===== src/rtl/wmf_pkg.sv =====
package wmf_pkg;

  // Filter geometry and sample format
  localparam int unsigned WIN         = 3;
  localparam int unsigned MAX_COLS    = 1024;
  localparam int unsigned SAMPLE_BITS = 16;
  localparam int unsigned WSQ         = WIN * WIN;
  localparam int unsigned RANK        = WSQ / 2;
  localparam int unsigned LINES       = WIN - 1;
  // Offset from the newest sample position back to the window centre
  localparam int unsigned LAG         = WIN - 1 - WIN / 2;

  // Counter and register widths
  localparam int unsigned COL_BITS      = $clog2(MAX_COLS);
  localparam int unsigned FILL_BITS     = $clog2(MAX_COLS + 1);
  localparam int unsigned ROW_BITS      = 16;
  localparam int unsigned COLS_REG_BITS = 11;
  localparam int unsigned ROWS_REG_BITS = 16;
  localparam int unsigned CFG_DATA_BITS = 16;
  localparam int unsigned CFG_IDX_BITS  = 2;
  localparam int unsigned RANK_CNT_BITS = $clog2(WSQ + 1);

  // Result queue
  localparam int unsigned FIFO_DEPTH    = 8;
  localparam int unsigned FIFO_PTR_BITS = $clog2(FIFO_DEPTH);
  localparam int unsigned FIFO_CNT_BITS = $clog2(FIFO_DEPTH + 1);

  // Occupancy of the two registered stages of the rank selector
  localparam int unsigned RS_OCC_BITS = 2;

  // Register indexes
  localparam logic [CFG_IDX_BITS-1:0] REG_IMAGE_COLS = CFG_IDX_BITS'(0);
  localparam logic [CFG_IDX_BITS-1:0] REG_IMAGE_ROWS = CFG_IDX_BITS'(1);

  typedef logic signed [SAMPLE_BITS-1:0] sample_t;
  typedef sample_t [WSQ-1:0] window_t;
  typedef sample_t [LINES-1:0] column_t;

  typedef struct packed {
    sample_t sample;
    logic    frame_start;
  } in_item_t;

  typedef struct packed {
    sample_t             median;
    logic [ROW_BITS-1:0] out_row;
    logic [COL_BITS-1:0] out_col;
  } out_item_t;

  typedef struct packed {
    logic [ROW_BITS-1:0] out_row;
    logic [COL_BITS-1:0] out_col;
  } pos_t;

endpackage


===== src/rtl/wmf_out_fifo.sv =====
module wmf_out_fifo import wmf_pkg::*; (
  input  logic                     clk_i,
  input  logic                     rst_ni,
  input  logic                     push_i,
  input  out_item_t                push_item_i,
  output logic                     out_valid_o,
  input  logic                     out_ready_i,
  output out_item_t                out_item_o,
  output logic [FIFO_CNT_BITS-1:0] count_o
);

  out_item_t                slots_q [FIFO_DEPTH];
  logic [FIFO_PTR_BITS-1:0] wr_ptr_q;
  logic [FIFO_PTR_BITS-1:0] rd_ptr_q;
  logic [FIFO_CNT_BITS-1:0] count_q;
  logic                     pop;

  assign pop = out_valid_o && out_ready_i;

  always_ff @(posedge clk_i) begin
    if (push_i) begin
      slots_q[wr_ptr_q] <= push_item_i;
    end
  end

  // Pointers wrap naturally; the sender never pushes into a full queue.
  always_ff @(posedge clk_i or negedge rst_ni) begin
    if (!rst_ni) begin
      wr_ptr_q <= '0;
      rd_ptr_q <= '0;
      count_q  <= '0;
    end else begin
      if (push_i) begin
        wr_ptr_q <= wr_ptr_q + FIFO_PTR_BITS'(1);
      end
      if (pop) begin
        rd_ptr_q <= rd_ptr_q + FIFO_PTR_BITS'(1);
      end
      if (push_i && !pop) begin
        count_q <= count_q + FIFO_CNT_BITS'(1);
      end else if (pop && !push_i) begin
        count_q <= count_q - FIFO_CNT_BITS'(1);
      end
    end
  end

  assign out_valid_o = count_q != '0;
  assign out_item_o  = slots_q[rd_ptr_q];
  assign count_o     = count_q;

endmodule


===== config.mk =====
export PLATFORM = sky130hd
export DESIGN_NAME = wmf_out_fifo
export DESIGN_NICKNAME = d
export VERILOG_FILES = /design/src/rtl/wmf_pkg.sv /design/src/rtl/wmf_out_fifo.sv
export SDC_FILE = /design/constraint.sdc
export NUM_CORES = 1
export LEC_CHECK = 0
export BUFFER_PORTS_ARGS = -buffer_cell sky130_fd_sc_hd__buf_2
export CAP_MARGIN = 0
export CORE_ASPECT_RATIO = 1.25
export CORE_MARGIN = 2
export CORE_UTILIZATION = 60
export DETAILED_ROUTE_END_ITERATION = 8
export PLACE_DENSITY = 0.79
export SLEW_MARGIN = 20
export SYNTH_ARGS = -nofsm -noshare
export SYNTH_HDL_FRONTEND = slang
export SYNTH_SLANG_ARGS = --single-unit

===== constraint.sdc =====
create_clock -name clk_i -period 5.36 [get_ports clk_i]
set_input_delay 0.268 -clock clk_i [delete_from_list [all_inputs] [get_ports clk_i]]
set_output_delay 0.268 -clock clk_i [all_outputs]
set_load 0.05 [all_outputs]

==> results.cfg, run 1 <==
[status]
status = completed

[timing]
fin_crit_sh = 0.629
min_period_ns = 3.37
final_max_slew_viol_count = 0
finClkSkew_ns = 0.00853
rsz0062_at_grt = no
hold_slack_ns = 0.0198
tightest_slew_ns = 0.742
finalSetupTns_ns = 0
final-hold-violation-count = 0
setup_viol = 0
slew_headroom = 0.505
fmax_mhz = 297

[grt]
grtUsageMet3 = 0.0304
grt_pass1_wl_um = 37900
grt_max_degree = 55
antenna_found_initial = 0
busiest_layer = met2
grt_pass1_vias = 6628
globalRouteMet2Util = 0.390
overflow = 0
grt.total_usage = 0.222
grt.met1_usage = 0.298

[clock_network]
cts_tree = yes
clkTransAtPathRegs_ns = 0.07
cts_sinks = 346
clk_latency_ns = 0.55
cts_inserted_buffers = 30
root_buffer = clkbuf_16
cts_max_level = 1
cts_buffer_depth = 3

[routing]
drcViolationCount = 0
post_drt_wl_per_cell_um = 25.9
ant_nets = 0
drt_first_iter_violations = 478
first_pass_iters = 5
drt-total-wl_um = 26100
dr_total_vias = 6148
routed_via_density = 6.12

[worst_setup_path]
required_ns = 5.09
path_class = reg -> out
crit_fanout = 32
cp.arrival_ns = 3.10
r2r-end = count_o[3]$_DFFE_PN0P_
crit_path_start_kind = flip-flop
worstRegToRegCells = 8
reg2reg_setup_slack_ns = 2.52
r2r_start = count_o[0]$_DFFE_PN0P_
end_kind = output port

[min_path]
hp-start = out_ready_i
hold_end = rd_ptr_q[2]$_DFFE_PN0P_
holdCritPathClass = in -> reg
min_path_cells = 3

[yosys]
yosysUniqueCellTypes = 30
syn-num-nets = 597
ys_ff_latch = 346
synth_cells = 545
yosysWarnings = 0
syn-cell-area_um2 = 13300
ys_seq_area_frac = 0.779
synth_area_per_cell_um2 = 24.3

[job]
timing.max_cap.violations = 0

[floorplanning]
die_area_um2 = 23300
io_pins = 93
die_h_um = 170
core-area_um2 = 21600
die_w_um = 137
initial_core_util = 0.614
rows = 60

[cells_and_area]
fin_area_um2 = 15600
nets = 753
layout-drive-gt1-share = 0.390
fillers = 1226
synthToLayoutAreaGrowth_pct = 17.7
antennaDiodeCount = 0

[power]
irDropWorstVdd_uv = 619
p_comb_frac = 0.358
p_int_w = 0.00601
seqPwrFrac = 0.395
p_sw_w = 0.00329
p_sw_frac = 0.354
power_density_nw_per_um2 = 596
pwr-share-clk = 0.248
p_leak_nw = 5.21

[placement]
place_hpwl_um = 13000
io_buffers = 92
placed_area_um2 = 14100
place.gp.congestion = 0.683
cells in the mapped netlist:
cell type / n / area, µm²
edfxtp_1: 336 / 10100
mux4_2: 72 / 1620
mux2_2: 44 / 495
mux4_1: 12 / 315
dfrtp_1: 10 / 250
clkbuf_1: 8 / 30.0
buf_2: 6 / 30.0
nand2_1: 6 / 22.5
nor2_1: 6 / 22.5
ha_1: 5 / 62.6
xnor2_1: 5 / 43.8
buf_1: 4 / 15.0
buf_6: 4 / 45.0
nand2b_1: 3 / 18.8
nand3_1: 3 / 15.0
nor3_1: 3 / 15.0
a21oi_1: 2 / 10.0
buf_8: 2 / 30.0
o211ai_1: 2 / 15.0
or4_1: 2 / 15.0
a2111o_1: 1 / 11.3
buf_12: 1 / 20.0
fa_1: 1 / 20.0
inv_1: 1 / 3.75
mux2_1: 1 / 11.3
mux2i_1: 1 / 10.0
nand3b_1: 1 / 7.51
o21ai_0: 1 / 5.00
or3_1: 1 / 6.26
xor2_1: 1 / 8.76
placed cells by master (no fill, tap or decap), types with 5 or more instances in the layout:
cell type / n
buf_4: 11
bufinv_16: 6
dfrtp_1: 7
dlygate4sd3_1: 44
xnor2_1: 5
buf_2: 92
mux2_2: 44
nand2_1: 6
nor2_4: 6
ha_1: 5
mux4_1: 12
mux4_2: 72
clkbuf_16: 31
clkinv_2: 9
edfxtp_1: 336
flip-flops by register name, indices dropped and copies added, names as in the netlist:
register	flops
slots_q	336
count_o	4
rd_ptr_q	3
wr_ptr_q	3
metal layers:
metal	vias up	share of wire
met4	0	0.014
met5	-	0
li1	2636	-
met2	219	0.54
met3	28	0.053
met1	3265	0.40
area by class of cell:
cell class,instances,area (µm²),share of cell area
clock inverters,23,274,0.0175
inverters,1,3.75,0.000240
well taps,279,349,0.0224
clock buffers,33,793,0.0508
repair buffers,149,1040,0.0665
multi-input cells,173,2810,0.180
flip-flops and latches,346,10300,0.663
through the flow:
| step | cells | util | power [W] | setup WS, ns |
|---|---|---|---|---|
| floorplan | 545 | - | 0.00628 | 1.42 |
| global placement | 902 | 0.650 | 0.00691 | 2.35 |
| detailed placement | 903 | 0.651 | 0.00701 | 2.30 |
| CTS | 1003 | 0.721 | 0.00933 | 1.69 |
| global route | 1004 | 0.722 | 0.00964 | 1.79 |
| finish | 1004 | 0.722 | 0.00930 | 1.99 |
timing repair:
item / 4_1_cts / 5_1_grt
endpoints found under the hold margin: 346 / 0
setup endpoints to repair: 0 / 0
hold buffers: 44 / 0
resized for setup: 0 / 0
buffers inserted: 0 / 0
worst max-delay path: stages, from the launching register on:
cell	delay, ns
dfrtp_4	0.72
buf_16	0.31
buf_4	0.40
mux4_1	0.59
mux2_2	0.28
buf_2	0.22
cells by family (layout without fill, tap and decap cells):
group	Yosys count	count (layout)	share of synthesized area
buffers and inverters	26	206	0.0131
adder cells (fa/ha/maj)	6	6	0.00622
AO/OA/AOI/OAI	6	6	0.00311
flip-flops	346	346	0.779
XOR/XNOR	6	6	0.00396
multiplexers	130	130	0.185
AND/OR/NAND/NOR	25	25	0.00924
worst max-delay path by stage:
stage / start / to / cells after the start
2_1_floorplan: wr_ptr_q[1]$_DFFE_PN0P_ / slots_q[0][0]$_DFFE_PP_ / 2
3_3_place_gp: rd_ptr_q[0]$_DFFE_PN0P_ / out_item_o[41] / 4
3_5_place_dp: rd_ptr_q[0]$_DFFE_PN0P_ / out_item_o[41] / 4
4_1_cts: rd_ptr_q[0]$_DFFE_PN0P_ / out_item_o[41] / 4
5_1_grt: rd_ptr_q[0]$_DFFE_PN0P_ / out_item_o[41] / 5
6_report: rd_ptr_q[0]$_DFFE_PN0P_ / out_item_o[41] / 5
power by group through the flow:
stage	sequential (W)	clock [W]	combinational [W]
floorplan	0.00361	0	0.00267
global placement	0.00382	0	0.00308
detailed placement	0.00379	0	0.00322
CTS	0.00374	0.00232	0.00327
global route	0.00371	0.00243	0.00350
finish	0.00367	0.00230	0.00333
Note: power is estimated with default switching activity, not from simulation.
==> run 2: changes to the inputs <==
clock period = 3.2 ns   (was 5.36 ns; I/O delays follow)
==> results.cfg, run 2 (synthesized netlist as in run 1, its figures left out) <==
[cells_and_area]
mostFrequentLayoutCell = edfxtp_1
synthToLayoutAreaGrowth_pct = 18.2
fillers = 1187
layout-drive-gt1-share = 0.388
top_register = slots_q
nets = 760
mostFrequentLayoutCells = 336 x edfxtp_1, 92 x buf_2, 72 x mux4_2
largest_register_ffs = 336

[floorplanning]
initial_core_util = 0.614
die_h_um = 170
io_pins = 93
core-area_um2 = 21600
die_w_um = 137
die_area_um2 = 23300
rows = 60

[routing]
first_pass_iters = 5
drt_first_iter_violations = 632
post_drt_wl_per_cell_um = 26.7
dr_total_vias = 6359
ant_nets = 0
drcViolationCount = 0
routed_via_density = 6.28
drt-total-wl_um = 27000

[grt]
grt_pass1_vias = 6786
antenna_found_initial = 1
grt.total_usage = 0.237
overflow = 0
grt_max_degree = 49
grt_pass1_wl_um = 40400

[worst_setup_path]
cp.arrival_ns = 3.38
end_kind = flip-flop
r2r_start = count_o[0]$_DFFE_PN0P_
required_ns = 3.61
worstRegToRegCells = 8
r2r-end = count_o[3]$_DFFE_PN0P_
crit_fanout = 6
crit_path_start_kind = flip-flop
reg2reg_setup_slack_ns = 0.23
path_class = reg -> reg

[timing]
tightest_slew_ns = 0.748
fmax_mhz = 337
finalSetupTns_ns = 0
fin_crit_sh = 0.927
finClkSkew_ns = 0.00683
setup_viol = 0
slew_headroom = 0.501
rsz0062_at_grt = no
final-hold-violation-count = 0
final_max_slew_viol_count = 0
min_period_ns = 2.97

[min_path]
hp-start = push_item_i[25]
min_path_cells = 2
holdCritPathClass = in -> reg
hold_end = slots_q[3][25]$_DFFE_PP_

[clock_network]
cts_tree = yes
root_buffer = clkbuf_16
cts_max_level = 1
cts_buffer_depth = 3
post_cts_resize_count = 0
clk_latency_ns = 0.56
cts_sinks = 346
clkTransAtPathRegs_ns = 0.06
cts_inserted_buffers = 30

[status]
status = completed

[power]
total_power_w = 0.0156
power_density_nw_per_um2 = 992
p_leak_nw = 5.22
irDropWorstVdd_uv = 977

[placement]
io_buffers = 92
place_hpwl_um = 14000
place.gp.congestion = 0.755

[job]
timing.max_cap.violations = 0
-- run 2: changes by cell type in the layout (fill, tap and decap cells not counted) --
cell	delta
buf_12	+8
buf_16	-2
buf_4	-1
bufinv_16	-2
clkbuf_1	+1
clkbuf_8	-1
clkinv_1	+3
clkinv_2	+1
clkinv_4	-1
diode_2	+1
dlygate4sd3_1	+2
inv_6	-1
nor3_2	-2
nor3_4	+2
-- run 2: how the worst max path moves through the flow --
stage          depth (start not counted)                     end               startpoint
3_5_place_dp                           8  count_o[3]$_DFFE_PN0P_   count_o[0]$_DFFE_PN0P_
4_1_cts                                4          out_item_o[24]  rd_ptr_q[0]$_DFFE_PN0P_
3_3_place_gp                           8  count_o[3]$_DFFE_PN0P_   count_o[0]$_DFFE_PN0P_
5_1_grt                                8  count_o[3]$_DFFE_PN0P_   count_o[0]$_DFFE_PN0P_
6_report                               8  count_o[3]$_DFFE_PN0P_   count_o[0]$_DFFE_PN0P_
2_1_floorplan                          8  count_o[3]$_DFFE_PN0P_   count_o[0]$_DFFE_PN0P_
-- run 2: metrics by stage --
stage	worst slack (ns)	instances	hold WS (ns)	utilization	cell area (µm²)
5_1_grt	0.126	1012	0.426	0.725	15700
3_5_place_dp	0.374	908	0.0230	0.657	14200
2_1_floorplan	0.0507	545	-0.136	-	13300
3_3_place_gp	0.559	908	0.0244	0.657	14200
4_1_cts	0.0847	1010	0.398	0.724	15700
6_report	0.233	1012	0.412	0.725	15700
-- run 2: critical path: stages (launching register included) --
cell and delay (ns):
dfrtp_1 0.47, or4_1 0.59, nand2_1 0.18, ha_1 0.29, inv_1 0.13, ha_1 0.38, or4_1 0.55, o211ai_1 0.12
o211ai_1 0.12
-- run 2: layout make-up --
cell class | instances | area, µm² | share of cell area
Multi-Input combinational cell | 173 | 2820 | 0.180
Antenna cell | 1 | 2.50 | 0.000160
Sequential cell | 346 | 10300 | 0.660
Clock buffer | 33 | 783 | 0.0500
Timing Repair Buffer | 156 | 1160 | 0.0737
Tap cell | 279 | 349 | 0.0223
Clock inverter | 23 | 213 | 0.0136
Inverter | 1 | 3.75 | 0.000239
-- run 2: what timing repair did --
action,in CTS,in global routing
buffers inserted,0,1
hold buffers,46,0
setup endpoints to repair,0,2
hold endpoints to repair,351,0
-- run 2: routing by layer --
metal,vias to the layer above,track usage,share of wire,wire length [µm]
met3,46,0.0346,0.070,1880
met5,-,0,0,0
met2,318,0.409,0.54,14500
li1,2651,-,-,-
met4,0,0.0547,0.020,532
met1,3344,0.325,0.37,10100
-- run 2: power breakdown --
part / switching, W / leakage [nW] / total, W / internal [W]
logic: 0.00356 / 1.56 / 0.00573 / 0.00217
registers: 0.000479 / 3.17 / 0.00619 / 0.00571
clock network: 0.00155 / 0.495 / 0.00363 / 0.00208
