===== config.mk =====
export PLATFORM = sky130hd
export DESIGN_NAME = wmf_rank_select
export DESIGN_NICKNAME = d
export VERILOG_FILES = /design/src/rtl/wmf_pkg.sv /design/src/rtl/wmf_rank_select.sv
export SDC_FILE = /design/constraint.sdc
export NUM_CORES = 1
export LEC_CHECK = 0
export BUFFER_PORTS_ARGS = -buffer_cell sky130_fd_sc_hd__buf_2
export CELL_PAD_IN_SITES_DETAIL_PLACEMENT = 1
export CELL_PAD_IN_SITES_GLOBAL_PLACEMENT = 1
export CORE_ASPECT_RATIO = 1.1
export CORE_MARGIN = 2
export CORE_UTILIZATION = 44
export DETAILED_ROUTE_END_ITERATION = 16
export GPL_TIMING_DRIVEN = 0
export HOLD_SLACK_MARGIN = 0.05
export PLACE_DENSITY = 0.79
export SYNTH_ARGS = -nofsm -noshare
export SYNTH_HDL_FRONTEND = slang
export SYNTH_SLANG_ARGS = --single-unit

===== constraint.sdc =====
create_clock -name clk_i -period 4.8 [get_ports clk_i]
set_input_delay 0.96 -clock clk_i [delete_from_list [all_inputs] [get_ports clk_i]]
set_output_delay 0.96 -clock clk_i [all_outputs]
set_load 0.02 [all_outputs]

===== src/rtl/wmf_pkg.sv =====
package wmf_pkg;

  // Filter geometry and sample format
  localparam int unsigned WIN         = 3;
  localparam int unsigned MAX_COLS    = 1024;
  localparam int unsigned SAMPLE_BITS = 16;
  localparam int unsigned WSQ         = WIN * WIN;
  localparam int unsigned RANK        = WSQ / 2;
  localparam int unsigned LINES       = WIN - 1;
  // Offset from the newest sample position back to the window centre
  localparam int unsigned LAG         = WIN - 1 - WIN / 2;

  // Counter and register widths
  localparam int unsigned COL_BITS      = $clog2(MAX_COLS);
  localparam int unsigned FILL_BITS     = $clog2(MAX_COLS + 1);
  localparam int unsigned ROW_BITS      = 16;
  localparam int unsigned COLS_REG_BITS = 11;
  localparam int unsigned ROWS_REG_BITS = 16;
  localparam int unsigned CFG_DATA_BITS = 16;
  localparam int unsigned CFG_IDX_BITS  = 2;
  localparam int unsigned RANK_CNT_BITS = $clog2(WSQ + 1);

  // Result queue
  localparam int unsigned FIFO_DEPTH    = 8;
  localparam int unsigned FIFO_PTR_BITS = $clog2(FIFO_DEPTH);
  localparam int unsigned FIFO_CNT_BITS = $clog2(FIFO_DEPTH + 1);

  // Occupancy of the two registered stages of the rank selector
  localparam int unsigned RS_OCC_BITS = 2;

  // Register indexes
  localparam logic [CFG_IDX_BITS-1:0] REG_IMAGE_COLS = CFG_IDX_BITS'(0);
  localparam logic [CFG_IDX_BITS-1:0] REG_IMAGE_ROWS = CFG_IDX_BITS'(1);

  typedef logic signed [SAMPLE_BITS-1:0] sample_t;
  typedef sample_t [WSQ-1:0] window_t;
  typedef sample_t [LINES-1:0] column_t;

  typedef struct packed {
    sample_t sample;
    logic    frame_start;
  } in_item_t;

  typedef struct packed {
    sample_t             median;
    logic [ROW_BITS-1:0] out_row;
    logic [COL_BITS-1:0] out_col;
  } out_item_t;

  typedef struct packed {
    logic [ROW_BITS-1:0] out_row;
    logic [COL_BITS-1:0] out_col;
  } pos_t;

endpackage


===== src/rtl/wmf_rank_select.sv =====
module wmf_rank_select import wmf_pkg::*; (
  input  logic                   clk_i,
  input  logic                   rst_ni,
  input  logic                   in_valid_i,
  input  window_t                win_i,
  input  pos_t                   pos_i,
  output logic                   out_valid_o,
  output out_item_t              out_item_o,
  output logic [RS_OCC_BITS-1:0] occupancy_o
);

  logic [WSQ-1:0] lt_d [WSQ];
  logic [WSQ-1:0] eq_d [WSQ];
  logic [WSQ-1:0] lt_q [WSQ];
  logic [WSQ-1:0] eq_q [WSQ];
  window_t        win_a_q;
  pos_t           pos_a_q;
  logic           va_q;

  logic [WSQ-1:0] hit_d;
  logic [WSQ-1:0] hit_q;
  window_t        win_b_q;
  pos_t           pos_b_q;
  logic           vb_q;

  sample_t        sel;

  // First stage: compare every window element with every other one
  always_comb begin
    for (int i = 0; i < WSQ; i++) begin
      for (int j = 0; j < WSQ; j++) begin
        lt_d[i][j] = $signed(win_i[j]) < $signed(win_i[i]);
        eq_d[i][j] = win_i[j] == win_i[i];
      end
    end
  end

  always_ff @(posedge clk_i) begin
    lt_q    <= lt_d;
    eq_q    <= eq_d;
    win_a_q <= win_i;
    pos_a_q <= pos_i;
  end

  // Second stage: an element is the median when the wanted rank falls
  // inside its run of equal values.
  always_comb begin
    logic [RANK_CNT_BITS-1:0] less;
    logic [RANK_CNT_BITS-1:0] same;
    for (int i = 0; i < WSQ; i++) begin
      less = '0;
      same = '0;
      for (int j = 0; j < WSQ; j++) begin
        less = less + RANK_CNT_BITS'(lt_q[i][j]);
        same = same + RANK_CNT_BITS'(eq_q[i][j] && !lt_q[i][j]);
      end
      hit_d[i] = (less <= RANK_CNT_BITS'(RANK)) && (RANK_CNT_BITS'(RANK) < less + same);
    end
  end

  always_ff @(posedge clk_i) begin
    hit_q   <= hit_d;
    win_b_q <= win_a_q;
    pos_b_q <= pos_a_q;
  end

  always_ff @(posedge clk_i or negedge rst_ni) begin
    if (!rst_ni) begin
      va_q <= 1'b0;
      vb_q <= 1'b0;
    end else begin
      va_q <= in_valid_i;
      vb_q <= va_q;
    end
  end

  // Pick the lowest-numbered element that holds the median rank
  always_comb begin
    sel = win_b_q[0];
    for (int i = WSQ - 1; i >= 0; i--) begin
      if (hit_q[i]) begin
        sel = win_b_q[i];
      end
    end
  end

  assign out_valid_o        = vb_q;
  assign out_item_o.median  = sel;
  assign out_item_o.out_row = pos_b_q.out_row;
  assign out_item_o.out_col = pos_b_q.out_col;
  assign occupancy_o        = RS_OCC_BITS'(va_q) + RS_OCC_BITS'(vb_q);

endmodule


==> out/metrics.yaml, run 1 <==
run_status:
  status: "finished, violations left"
  violations: "capacitance limit, slew limit, setup timing"
yosys:
  synth_nets: 3776
  synth_commonest_cells: "663 x ha_1, 457 x dfxtp_1, 413 x inv_1"
  yosysWarnings: 0
  synth_top_area_share_pct: 32.1
  synth_area_um2: 28500
  synth.area.top_cells: "dfxtp_1 32%, ha_1 29%, fa_1 5.8%, inv_1 5.4%, a21oi_1 2.6%"
  ys_async_sr_fraction_pct: 0.436
  synth.most_common_cell: "ha_1"
  yosysUniqueCellTypes: 69
  syn_inst: 2857
  synth_edf_count: 0
  ys_seq_area_share_pct: 32.3
  ys_ff_latch: 459
  yosys.area.top_type: "dfxtp_1"
  avgSynthCellArea_um2: 9.97
  synth-main-ff-cell: "dfxtp_1"
power:
  ir_drop_mv: 0.416
  power.leakage_nw: 15.8
  pwr_density_cell_nw_per_um2: 489
floorplan:
  die_area_um2: 66800
  initial_core_util_pct: 44.6
  dieHeight_um: 271
  fp.coreArea_um2: 63800
  die_x_um: 247
  top_level_ports: 218
  rows: 97
final_layout:
  n_fill_cell: 7121
  drive_above_1_share_pct: 15.1
  area_delta_synth_final_pct: 15.4
  finalNetCount: 4058
  fin_cells: 4022
  multi_input_area_um2: 18000
  layout.area.seq_um2: 9220
sta:
  slew_headroom_pct: -3.09
  worst_pin_slew_ps: 1530
  fmax_ghz: 0.192
  fin_crit_sh_pct: 108
  worst_slack_ps: -406
  setup_viol: 7
  skew_ps: 45.7
  rsz0062_at_grt: "true"
  hold_viol_final: 0
  drv_slew: 3
  period_needed_ps: 5210
detailed_routing:
  final_antenna_net_count: 0
  drc_errors: 0
  wl_per_cell_um: 29.5
  drt_iter0_drc: 2031
  drtPass1Iterations: 6
  detail_route.wirelength_mm: 119
  avgViaCountPerCell: 6.20
  via_count: 24931
run:
  max_cap_violations: 1
cts:
  clockBufferDepth: 3
  cts_tree: "yes"
  cts_buffers: 48
  cts-root-buf: "clkbuf_16"
  clk_pin_slew_ps: 60
  cts_sinks: 459
  htreeDepth: 2
  clk_latency_ps: 630
  cts_hold_buf: 0
global_routing:
  grt.overflow.total: 0
  grt_max_degree: 17
  antenna_found_initial: 3
  grt_pass1_wl_mm: 170
  grt_pass1_vias: 26888
  grtUsageTotal_pct: 34.9
critical_path:
  path_max_fanout: 2
  worstPathRequired_ps: 5230
  cp-start-kind: "flip-flop"
  crit_type: "flip-flop to flip-flop"
  crit_path_end_kind: "flip-flop"
  cp_data_arrival_time_ps: 5640
placed_design:
  dp_cells: 3915
  numPortBuffers: 217
  dp_slack_ps: -467
  place.gp.congestion: 1.03
  dpl.hpwl_mm: 91.5
min_path:
  hp-class: "input pin to asynchronous set/reset pin"
-- state kept, by name, summed over array words and instances, names as in the netlist, 9 cells and up --
| register | flops |
|---|---|
| pos_a_q | 26 |
| win_b_q | 144 |
| out_item_o | 26 |
| win_a_q | 144 |
| eq_q | 36 |
| hit_q | 9 |
| lt_q | 72 |
-- what timing repair did --
action,CTS,global route
setup endpoints to repair,8,9
resized for setup,67,44
pin swaps,53,62
buffers inserted,8,7
-- final cells by class --
class | instances | share of cell area, %
multi-input cells | 1965 | 54.6
flip-flops and latches | 459 | 28.0
clock inverters | 29 | 1.31
plain buffers | 19 | 0.407
repair buffers | 232 | 3.64
inverters | 414 | 4.72
diodes | 3 | 0.0228
clock buffers | 60 | 4.04
well taps | 841 | 3.20
-- layout by cell type, fill, tap and decap left out, types with 55 or more instances in the layout --
cell,instances
buf_2,219
ha_1,641
fa_1,69
a211oi_1,62
nor2_1,83
dfxtp_1,441
o21ai_0,132
inv_1,379
nand4_1,110
o22ai_1,55
nand2_1,103
a21oi_1,137
-- report_power, final --
part	internal, W	switching, W
Clock	0.00243	0.00172
Combinational	0.00302	0.00460
Sequential	0.00411	0.000187
Total	0.00956	0.00651
-- per-stage QoR --
step                      hold slack (ps)  util [%]  total power [W]  area, um2  setup TNS (ps)
after global placement                310      48.0           0.0104      30600           -1410
after floorplan                       310         -          0.00866      28500               0
after CTS                             122      51.2           0.0156      32700           -1120
final                                 139      51.5           0.0161      32900           -1200
after detailed placement              313      48.0           0.0109      30600           -2380
after global routing                  132      51.5           0.0170      32900           -2340
-- critical path: stages (launching register included) --
cell and delay (ps):
dfxtp_2 340, fa_1 540, inv_1 70, fa_1 520, fa_1 420, inv_1 110
ha_4 140, inv_1 50, fa_1 540, inv_1 60, ha_1 270, inv_1 40
fa_1 530, inv_1 70, ha_1 300, a21o_1 200, a21oi_2 150, xor2_1 110
a222oi_1 580
-- per-layer routing --
layer	vias up	track usage, %	wire length (um)	share of wire [%]
li1	10916	-	-	-
met1	12271	41.7	45000	38
met2	1297	56.0	53300	45
met3	445	3.93	8670	7.3
met4	2	29.1	11500	9.7
met5	-	0	7	0.0059
-- worst paths after layout --
| path | to | slack [ps] | from | cells past startpoint |
|---|---|---|---|---|
| setup / recovery | hit_q[4] | -410 | lt_q[36] | 18 |
| hold / removal | va_q | 140 | rst_ni | 1 |
| setup reg to reg | hit_q[4] | -410 | lt_q[36] | 18 |
| hold reg to reg | win_b_q[106] | 310 | win_a_q[106] | 0 |
| max in group asynchronous | out_valid_o | 4570 | rst_ni | 1 |
| min in group clk_i | win_b_q[106] | 310 | win_a_q[106] | 0 |
-- cell families (layout without fill, tap and decap cells) --
group / count (synthesis) / after routing / synth area share (%)
adder cells (fa/ha/maj): 746 / 746 / 34.9
AO/OA/AOI/OAI: 640 / 640 / 14.8
AND/OR/NAND/NOR: 523 / 523 / 10.1
flip-flops: 459 / 459 / 32.3
buffers and inverters: 433 / 754 / 5.92
multiplexers: 31 / 31 / 1.15
XOR/XNOR: 25 / 25 / 0.768
other: 0 / 3 / 0
Power figures use the tool's default switching activity.
==> inputs of run 2 (changes only) <==
Settings changed: REMOVE_ABC_BUFFERS set to 1.
==> out/metrics.yaml, run 2 (synthesized netlist as in run 1, its figures left out) <==
run_status:
  status: "finished, violations left"
  violations: "capacitance limit, slew limit, setup timing"
placed_design:
  dp_cells: 3898
  placed_cell_area_um2: 30500
  place.gp.congestion: 0.955
  dp_slack_ps: -589
  numPortBuffers: 217
  dpl.hpwl_mm: 92.8
sta:
  fin_crit_sh_pct: 106
  rsz0062_at_grt: "true"
  period_needed_ps: 5070
  worst_slack_ps: -268
  worst_pin_slew_ps: 1560
  setup_viol: 3
  skew_ps: 30.3
  fmax_ghz: 0.197
  finalSetupTns_ps: -540
  drv_slew: 3
  hold_viol_final: 0
  whs_ps: 135
  slew_headroom_pct: -4.67
critical_path:
  worstPathRequired_ps: 5300
  cp-start-kind: "flip-flop"
  crit_path_end_kind: "flip-flop"
  cp_data_arrival_time_ps: 5560
  path_max_fanout: 2
  crit_type: "flip-flop to flip-flop"
final_layout:
  layout_common_cells: "638 x ha_1, 439 x dfxtp_1, 371 x inv_1"
  final_common_cell: "ha_1"
  finalNetCount: 4040
  n_fill_cell: 7163
  layout.area.seq_um2: 9230
  area_delta_synth_final_pct: 15.0
  finalInstanceArea_um2: 32800
  fin_cells: 4005
  multi_input_area_um2: 18000
  top_regs: "win_a_q x144, win_b_q x144, lt_q x72"
  drive_above_1_share_pct: 15.3
cts:
  cts_sinks: 459
  clk_pin_slew_ps: 70
  cts-root-buf: "clkbuf_16"
  cts_hold_buf: 0
  cts_tree: "yes"
  htreeDepth: 2
  clockBufferDepth: 3
  cts_buffers: 49
  clk_latency_ps: 600
floorplan:
  fp.coreArea_um2: 63800
  initial_core_util_pct: 44.6
  rows: 97
  die_area_um2: 66800
  top_level_ports: 218
  die_x_um: 247
  dieHeight_um: 271
power:
  power.leakage_nw: 15.7
  ir_drop_mv: 0.387
  pwr_density_cell_nw_per_um2: 480
run:
  max_cap_violations: 1
detailed_routing:
  detail_route.wirelength_mm: 119
  final_antenna_net_count: 0
  wl_per_cell_um: 29.7
  avgViaCountPerCell: 6.06
  via_count: 24258
  drt_iter0_drc: 1393
  drtPass1Iterations: 5
  drc_errors: 0
global_routing:
  grtUsageTotal_pct: 35.3
  grt_pass1_wl_mm: 170
  grt_max_degree: 33
  grt.overflow.total: 0
  antenna_found_initial: 6
  grt_pass1_vias: 26523
min_path:
  hp-class: "input pin to asynchronous set/reset pin"
==> run 2: changes by cell type in the layout (fill, tap and decap cells not counted), sizes merged <==
cell and delta:
buf -9, bufinv -3, clkbuf -8, clkinv +2
clkinvlp +3, diode +1, inv -3
==> run 2: stage by stage <==
step                      utilization (%)  power, W
after global routing                 51.3    0.0167
after global placement               47.8    0.0104
final                                51.3    0.0157
after detailed placement             47.8    0.0108
after CTS                            50.9    0.0153
after floorplan                         -   0.00856
==> run 2: repair_timing <==
item / in CTS / in global routing
pin swaps: 64 / 65
gates cloned: 0 / 0
setup endpoints to repair: 9 / 9
resized for setup: 67 / 64
buffers inserted: 8 / 5
==> run 2: final timing paths <==
kind	startpoint	to	slack, ps	cells after the start
hold / removal	rst_ni	va_q	140	1
max in group asynchronous	rst_ni	out_valid_o	4560	1
hold reg to reg	win_a_q[58]	win_b_q[58]	300	0
setup / recovery	lt_q[19]	hit_q[6]	-270	18
min in group clk_i	win_a_q[58]	win_b_q[58]	300	0
setup reg to reg	lt_q[19]	hit_q[6]	-270	18
==> run 2: worst max-delay path: stages (launching register included) <==
cell and delay [ps]:
dfxtp_4 360, fa_1 550, inv_2 60, fa_1 490, inv_2 60, ha_4 260, inv_2 30, fa_1 520
inv_2 60, ha_4 270, inv_2 30, fa_1 490, inv_2 50, fa_1 560, inv_1 60, ha_2 200
fa_2 530, o21ai_1 60, a222oi_1 350
==> run 2: cell type report <==
cell class	count	share of cell area [%]
multi-input combinational	1965	54.9
sequential	459	28.2
inverter	414	4.75
clock buffer	62	4.17
timing repair buffer	232	3.74
tap	841	3.21
clock inverter	28	1.07
antenna	4	0.0305
==> run 2: routing by layer <==
metal / up-vias / routed length (um) / GRT usage, %
met5: - / 0 / 0
met4: 0 / 9850 / 25.1
met3: 345 / 6510 / 4.09
met2: 940 / 55200 / 58.8
met1: 12084 / 47200 / 42.1
li1: 10889 / - / -
==> run 2: where the power goes <==
part           internal [W]  total [W]  leakage, nW  switching, W
Combinational       0.00300    0.00732         11.0       0.00432
Sequential          0.00411    0.00440         3.87      0.000283
Clock               0.00232    0.00400        0.831       0.00169
